<file path="config.mk">
export PLATFORM = sky130hd
export DESIGN_NAME = ipv4_text_validator_top
export DESIGN_NICKNAME = d
export VERILOG_FILES = /design/src/hw/rtl/ipv4tv_pkg.sv /design/src/hw/rtl/ipv4tv_step.sv /design/src/hw/rtl/ipv4_text_validator_top.sv
export SDC_FILE = /design/constraint.sdc
export NUM_CORES = 1
export LEC_CHECK = 0
export BUFFER_PORTS_ARGS = -buffer_cell sky130_fd_sc_hd__buf_2
export CELL_PAD_IN_SITES_DETAIL_PLACEMENT = 2
export CELL_PAD_IN_SITES_GLOBAL_PLACEMENT = 2
export CORE_MARGIN = 2
export CORE_UTILIZATION = 41
export CTS_CLUSTER_DIAMETER = 150
export DETAILED_ROUTE_END_ITERATION = 7
export GPL_ROUTABILITY_DRIVEN = 0
export PLACE_DENSITY_LB_ADDON = 0.1
export REMOVE_ABC_BUFFERS = 1
export SKIP_CTS_REPAIR_TIMING = 1
export SLEW_MARGIN = 20
export SYNTH_ARGS = -nofsm -noshare
export SYNTH_HDL_FRONTEND = slang
export SYNTH_SLANG_ARGS = --single-unit
</file>
<file path="constraint.sdc">
create_clock -name clk -period 8.4 [get_ports clk]
set_clock_uncertainty 0.1 [all_clocks]
set_input_delay 0.42 -clock clk [delete_from_list [all_inputs] [get_ports clk]]
set_output_delay 0.42 -clock clk [all_outputs]
set_load 0.01 [all_outputs]
</file>
<file path="src/hw/rtl/ipv4tv_pkg.sv">
// Package: shared types and constants for the IPv4 text validator.
package ipv4tv_pkg;

    localparam int TEXT_LIMIT_DEFAULT = 31;

    localparam int MIN_TEXT_LEN  = 7;
    localparam int TOKENS_NEEDED = 4;
    localparam int OCTET_MAX     = 255;
    localparam int TOKEN_SAT     = 256;
    localparam int LEN_OUT_MAX   = 31;
    localparam int TOKEN_CNT_MAX = 7;

    localparam logic [7:0] CHAR_DOT       = 8'h2E;
    localparam logic [7:0] CHAR_ZERO      = 8'h30;
    localparam logic [7:0] CHAR_NINE      = 8'h39;
    localparam logic [7:0] CHAR_PRINT_LO  = 8'h20;
    localparam logic [7:0] CHAR_PRINT_HI  = 8'h7E;

    typedef struct packed {
        logic [7:0] rx_byte;
        logic       frame_last;
    } in_item_t;

    typedef struct packed {
        logic       ip_valid;
        logic [4:0] text_length;
    } out_item_t;

    // Parse state apart from the character count, whose width follows the limit.
    typedef struct packed {
        logic       text_ended;
        logic [2:0] token_count;
        logic       in_token;
        logic [8:0] token_value;
        logic       format_bad;
    } parse_state_t;

endpackage

</file>
<file path="src/hw/rtl/ipv4tv_step.sv">
// Per-byte parse update and end-of-frame verdict for the IPv4 text validator.
module ipv4tv_step #(
    parameter int TEXT_LIMIT = ipv4tv_pkg::TEXT_LIMIT_DEFAULT,
    parameter int CNT_W      = $clog2(TEXT_LIMIT + 1)
) (
    input  ipv4tv_pkg::in_item_t     item,
    input  ipv4tv_pkg::parse_state_t state,
    input  logic [CNT_W-1:0]         char_count,
    output ipv4tv_pkg::parse_state_t state_next,
    output logic [CNT_W-1:0]         char_count_next,
    output ipv4tv_pkg::out_item_t    result
);

    localparam int EXT_W = CNT_W + 5;

    logic                     printable;
    logic                     is_dot;
    logic                     is_digit;
    logic                     at_limit;
    logic [8:0]               base_value;
    logic [3:0]               digit;
    logic [11:0]              acc_value;
    ipv4tv_pkg::parse_state_t upd;
    logic [CNT_W-1:0]         upd_count;
    logic [3:0]               tokens;
    logic [EXT_W-1:0]         count_ext;

    always_comb
    begin
        printable  = (item.rx_byte >= ipv4tv_pkg::CHAR_PRINT_LO)
                  && (item.rx_byte <= ipv4tv_pkg::CHAR_PRINT_HI);
        is_dot     = (item.rx_byte == ipv4tv_pkg::CHAR_DOT);
        is_digit   = (item.rx_byte >= ipv4tv_pkg::CHAR_ZERO)
                  && (item.rx_byte <= ipv4tv_pkg::CHAR_NINE);
        at_limit   = ({1'b0, char_count} >= (CNT_W+1)'(TEXT_LIMIT));
        digit      = 4'(item.rx_byte - ipv4tv_pkg::CHAR_ZERO);
        base_value = state.in_token ? state.token_value : 9'd0;
        acc_value  = ({3'b0, base_value} * 12'd10) + {8'b0, digit};

        upd       = state;
        upd_count = char_count;
        if (!state.text_ended)
        begin
            if (!printable || at_limit)
            begin
                upd.text_ended = 1'b1;
            end
            else
            begin
                upd_count = char_count + CNT_W'(1);
                if (is_dot)
                begin
                    // Close an open token; empty tokens vanish.
                    if (state.in_token)
                    begin
                        if (state.token_count != 3'(ipv4tv_pkg::TOKEN_CNT_MAX))
                        begin
                            upd.token_count = state.token_count + 3'd1;
                        end
                        upd.in_token    = 1'b0;
                        upd.token_value = 9'd0;
                    end
                end
                else if (is_digit)
                begin
                    upd.in_token = 1'b1;
                    if (acc_value > 12'(ipv4tv_pkg::TOKEN_SAT))
                    begin
                        upd.token_value = 9'(ipv4tv_pkg::TOKEN_SAT);
                    end
                    else
                    begin
                        upd.token_value = acc_value[8:0];
                    end
                    if (acc_value > 12'(ipv4tv_pkg::OCTET_MAX))
                    begin
                        upd.format_bad = 1'b1;
                    end
                end
                else
                begin
                    upd.format_bad = 1'b1;
                end
            end
        end

        // Verdict from the updated state.
        tokens    = {1'b0, upd.token_count} + {3'b0, upd.in_token};
        count_ext = {5'b0, upd_count};
        result.ip_valid = !upd.format_bad
                       && (count_ext >= EXT_W'(ipv4tv_pkg::MIN_TEXT_LEN))
                       && (tokens == 4'(ipv4tv_pkg::TOKENS_NEEDED));
        if (count_ext > EXT_W'(ipv4tv_pkg::LEN_OUT_MAX))
        begin
            result.text_length = 5'(ipv4tv_pkg::LEN_OUT_MAX);
        end
        else
        begin
            result.text_length = count_ext[4:0];
        end

        // Drop all parse state once the frame closes.
        if (item.frame_last)
        begin
            state_next      = '0;
            char_count_next = '0;
        end
        else
        begin
            state_next      = upd;
            char_count_next = upd_count;
        end
    end

endmodule

</file>
<file path="src/hw/rtl/ipv4_text_validator_top.sv">
// Top level of the IPv4 dotted-decimal text validator.
//
//  Channel  | Signals                           | Payload
//  ---------+-----------------------------------+----------------------------------
//  item     | item_valid, item_ready, item      | rx_byte[7:0], frame_last
//  result   | result_valid, result_ready,result | ip_valid, text_length[4:0]
//
// One byte is accepted per cycle while the input register can advance. A byte waits in
// the input register, then the parse update (one 9x4-bit multiply-add and compares)
// commits the state and, for the last byte of a frame, loads the result register, which
// raises result_valid. Reset (rst_n, async, active low) clears the parse state and both
// valid flags. A waiting result holds only the input register when it carries another
// last byte; ordinary bytes keep flowing while the result is stalled.
module ipv4_text_validator_top #(
    parameter int TEXT_LIMIT = ipv4tv_pkg::TEXT_LIMIT_DEFAULT
) (
    input  logic                  clk,
    input  logic                  rst_n,
    input  logic                  item_valid,
    output logic                  item_ready,
    input  ipv4tv_pkg::in_item_t  item,
    output logic                  result_valid,
    input  logic                  result_ready,
    output ipv4tv_pkg::out_item_t result
);

    localparam int CNT_W = $clog2(TEXT_LIMIT + 1);

    // Input register
    logic                     s1_valid_reg;
    logic                     s1_valid_next;
    ipv4tv_pkg::in_item_t     s1_item_reg;

    // Parse state
    ipv4tv_pkg::parse_state_t state_reg;
    ipv4tv_pkg::parse_state_t state_next;
    logic [CNT_W-1:0]         count_reg;
    logic [CNT_W-1:0]         count_next;

    // Result register
    logic                     out_valid_reg;
    logic                     out_valid_next;
    ipv4tv_pkg::out_item_t    out_item_reg;
    ipv4tv_pkg::out_item_t    step_result;

    logic                     s1_advance;
    logic                     accept;

    ipv4tv_step #(
        .TEXT_LIMIT (TEXT_LIMIT),
        .CNT_W      (CNT_W)
    ) u_step (
        .item            (s1_item_reg),
        .state           (state_reg),
        .char_count      (count_reg),
        .state_next      (state_next),
        .char_count_next (count_next),
        .result          (step_result)
    );

    // A last byte may only advance when the result register is free or draining.
    assign s1_advance = s1_valid_reg
                     && (!s1_item_reg.frame_last || !out_valid_reg || result_ready);
    assign item_ready = !s1_valid_reg || s1_advance;
    assign accept     = item_valid && item_ready;

    always_comb
    begin
        s1_valid_next = accept ? 1'b1 : (s1_advance ? 1'b0 : s1_valid_reg);
        if (s1_advance && s1_item_reg.frame_last)
        begin
            out_valid_next = 1'b1;
        end
        else if (result_ready)
        begin
            out_valid_next = 1'b0;
        end
        else
        begin
            out_valid_next = out_valid_reg;
        end
    end

    always_ff @(posedge clk or negedge rst_n)
    begin
        if (!rst_n)
        begin
            s1_valid_reg  <= 1'b0;
            out_valid_reg <= 1'b0;
            state_reg     <= '0;
            count_reg     <= '0;
        end
        else
        begin
            s1_valid_reg  <= s1_valid_next;
            out_valid_reg <= out_valid_next;
            if (s1_advance)
            begin
                state_reg <= state_next;
                count_reg <= count_next;
            end
        end
    end

    // Payload registers: no reset needed.
    always_ff @(posedge clk)
    begin
        if (accept)
        begin
            s1_item_reg <= item;
        end
        if (s1_advance && s1_item_reg.frame_last)
        begin
            out_item_reg <= step_result;
        end
    end

    assign result_valid = out_valid_reg;
    assign result       = out_item_reg;

endmodule
</file>
Word-level counts from Yosys, hierarchy flattened:

Cells that the tools add are included.
W data, S select, Z words.

* add/sub/neg operators: 5
* $mul: 1
* div/mod/pow operators: 0
* order comparisons: 8
* eq/ne operators: 6
* shifts and indexed selects: 0
* multiplexer cells: 21
* bitwise gates (word level): 0
* reductions and logical operators: 20

Operators with widths (number)
* $mux W15: 2
* $mux W10: 2
* $mux W9: 2
* $ge A8 B6 Y1 const B: 2
* $mux W5: 3
* $mux W14: 1
* $mux W13: 1
* $add A12 B4 Y12: 1
* $gt A12 B8 Y1 const B: 1
* $gt A12 B9 Y1 const B: 1
* $mul A9 B3 Y11 const B: 1
* $eq A8 B6 Y1 const B: 1
* $le A8 B6 Y1 const B: 1
* $le A8 B7 Y1 const B: 1
* $mux W1: 8
* $logic_and A1 B1 Y1: 7
* $mux W3: 2
* $ne A3 B3 Y1 const B: 2
* $add A5 B1 Y5 const B: 1
* $ge A5 B3 Y1 const B: 1
* $ge A5 B5 Y1 const B: 1
* $logic_not A1 Y1: 5
* $reduce_and A5 Y1: 1
* $add A3 B1 Y4: 1
* 7 further kinds: 12

* register bits: 37
* bits in latches: 0
* memory bits (writable): 0
* memory bits (read-only): 0
* input port bits: 13
* output and inout bits: 8
* word-level logic and storage cells: 73
* memories kept: 0

Longest topological paths before layout:

* depth after elaboration: 12
* mapped depth: 13
* mapped depth without buffers: 13

Cells and area by module:

From an unflattened synthesis, not the netlist that was laid out.

* cell total of the unflattened synthesis: 356
* area total of the unflattened synthesis: 3331.9 um^2

Modules (own cells, without submodules)
* ipv4_text_validator_top: times used 1, cells each 138, area an instance 1780.5 um^2, seq. area each 1001.0 um^2
* ipv4tv_step: times used 1, cells each 218, area an instance 1551.5 um^2, seq. area each 0.0 um^2

Worst setup path after synthesis:

No wires, ideal clock.

* path kind: reg-to-reg
* start: register state_reg[10] (netlist bit)
* end: register out_item_reg, in the netlist result[5] (data pin)
* setup time: 190 ps
* data arrival time: 3180 ps
* required time: 8110 ps
* path slack: 4929 ps
* cell stages (with the launch flop): 13
* buffers on the path: 2
* clock period less this slack: 3471 ps
* cell sequence: dfrtp_1 -> clkbuf_1 -> clkbuf_1 -> and2_1 -> ha_1 -> ha_1 -> o21a_1 -> and2_1 -> or4b_1 -> xor2_1 -> nor3b_2 -> a21oi_2 -> a2111oi_2

RTL lines
* start, declared: line ipv4_text_validator_top.sv:35 `ipv4tv_pkg::parse_state_t state_reg;`
* start signal, assigned: line ipv4_text_validator_top.sv:99 `state_reg <= state_next;`
* end signal, assigned: line ipv4_text_validator_top.sv:114 `out_item_reg <= step_result;`
* end, declared: line ipv4_text_validator_top.sv:43 `ipv4tv_pkg::out_item_t out_item_reg;`

==> run metrics <==
Detailed Routing Iterations Pass 1 4; HPWL after DPL 5.56 mm; Final min period 4.08 ns; Netlist Area Pre-Place 2620 um2; most frequent cells in the layout nand2_1, dfrtp_1, buf_2; max FFs per register 15; Post-synth EDFFs 15; Cells after Synth 272; Critical Path AT 4.09 ns; cell row count 29; Fin. Hold Viols 0; path type of the worst min-delay path in -> async; Leak 1.38 nW; slowest library cell on the worst path dfrtp_1; RSZ-0062 raised after global routing false; drt first-iter violations 59; simple-gate portion of the synthesized area 0.239; Avg WL per Cell 19.2 um; xor-xnor portion of the synthesized cell area 0.0635; pre-CTS setup slack 4.53 ns; initial antenna violation count 0; Adder-Cell Fraction of Synth Area 0.0841; GR Util All Layers 0.218; Synth async-reset ratio 0.595; launch point of the worst reg-to-reg path count_reg[0]$_DFFE_PN0P_; Crit Path Category reg -> reg; die area 7040 um2; delay-heaviest family, CP compound AO/OA/AOI/OAI gates; Starting Density 0.417; Synth Warn # 0; Final ANT Viol Nets 0; PD cells 137 nW/um2; die outline width 83.9 um; clk slew on worst S/H paths 0.08 ns; H-Tree Depth 2; maxcap violations 0; most common cell after layout, fill and taps aside nand2_1; Buf/Inv on CP 0; critical path cell sequence ha_1 > and3_1 > ha_1 > nor3_1 > o211ai_1 > nor2_2 > a21oi_1 > a21oi_1 > ha_1 > ha_1 > nor3_1 > o31ai_1 > a2111oi_2; post-synthesis mux area share 0.0196; vias 2181; setup tns final 0 ns; Max Slew Vio Count 0; Placed Cells 364; Area Growth Syn to Fin 10.4%; first-pass GRT wire length 12.2 mm; Largest stage delay, worst path 0.48 ns; final period utilization 0.485; Worst slew margin 0.516; post-synthesis compound-gate area fraction 0.192; Crit. End Element flip-flop; aggregate global routing overflow 0; fin cells 372; critical path launch point count_reg[0]$_DFFE_PN0P_; worst vdd rail ir drop 81.2 uV; sequential area share after synthesis 0.382; Startpoint Class flip-flop; Clk Latency, worst-skew pair 0.29 ns; drt total wl 7.13 mm; critical-path maximum fanout 9; Ports 21; Worst-Margin Slew 0.721 ns; CTS sink cnt 37; vias in the first global route 2382; antenna cells 0; core area 6280 um2; Total Nets Final 324; final worst slack 4.32 ns; combinational family with the most area after synthesis simple AND/OR/NAND/NOR gates; dominant synthesized flop cell dfrtp_1; Post-DP Area 2800 um2; f_max 245 MHz; fin area 2890 um2; Yosys reg bits 37; Synth cell types 64; Clock Root Buffer clkbuf_8; # DRC 0; CTS Buf Count 5; Max clock buf depth 2; die height 83.9 um; number of vias per cell 5.86; status complete, no violations; largest net degree at the start of global routing 25; TritonCTS clock tree built; syn_area_per_cell 9.63 um2; share of layout cells above drive strength 1 0.142; Critical Path RT 8.41 ns; Worst path most repeated cell ha_1; # setup viols final 0; IO buf count 20
worst paths after layout:
kind                                              to  slack (ns)  depth (start not counted)
max                              result[5]$_DFFE_PP_        4.32                         13
min                         state_reg[2]$_DFFE_PN0P_       0.002                          1
max reg2reg                      result[5]$_DFFE_PP_        4.32                         13
min reg2reg                state_reg[12]$_DFFE_PN0P_        0.44                          2
max in group asynchronous   count_reg[0]$_DFFE_PN0P_        7.83                          1
min in group clk            s1_item_reg[0]$_DFFE_PP_        0.20                          1
cell usage after synthesis, drive strengths merged, types with 5 or more instances:
| cell type | n | area (um2) |
|---|---|---|
| and3 | 12 | 75.1 |
| nand3 | 7 | 35.0 |
| xor2 | 14 | 123 |
| nand2 | 29 | 109 |
| a31oi | 5 | 31.3 |
| o21ai | 20 | 104 |
| and2 | 15 | 93.8 |
| inv | 8 | 30.0 |
| ha | 16 | 200 |
| nor2 | 16 | 62.6 |
| dfrtp | 22 | 551 |
| xnor2 | 5 | 43.8 |
| nor3 | 5 | 25.0 |
| edfxtp | 15 | 450 |
| a21oi | 9 | 48.8 |
power breakdown:
part	switching (W)	leakage, nW	internal (W)
clock network	0.0000666	0.0492	0.0000666
registers	0.0000118	0.444	0.000200
logic	0.0000324	0.890	0.0000192
total	0.000111	1.38	0.000286
layer usage:
| layer | up-vias | track usage | wire length, um |
|---|---|---|---|
| li1 | 1055 | - | - |
| met1 | 1090 | 0.291 | 3430 |
| met2 | 30 | 0.367 | 3440 |
| met3 | 6 | 0.0415 | 184 |
| met4 | 0 | 0.0528 | 74 |
| met5 | - | 0 | 0 |
cell families after synthesis:
kind of cell	after synthesis
DFF	37
and+or+nand+nor	113
xor gates and xnor gates	19
adders and majority gates	17
buffers and inverters	13
AOI/OAI and AO/OA	68
muxes	5
final cells by class:
| type | count | area [um2] |
|---|---|---|
| fillers | 704 | 3390 |
| multi-input cells | 222 | 1570 |
| flip-flops and latches | 37 | 1000 |
| repair buffers | 20 | 100 |
| well taps | 77 | 96.3 |
| clock buffers | 6 | 82.6 |
| inverters | 8 | 30.0 |
| clock inverters | 2 | 12.5 |
per-stage QoR:
stage,power (W),hold WS (ns),util
final,0.000396,0.00194,0.460
after global routing,0.000418,0.0278,0.460
after CTS,0.000402,0.0236,0.460
after detailed placement,0.000267,0.346,0.445
after global placement,0.000263,0.335,0.445
after floorplan,0.000245,0.0244,-
Note: power is estimated with default switching activity, not from simulation.
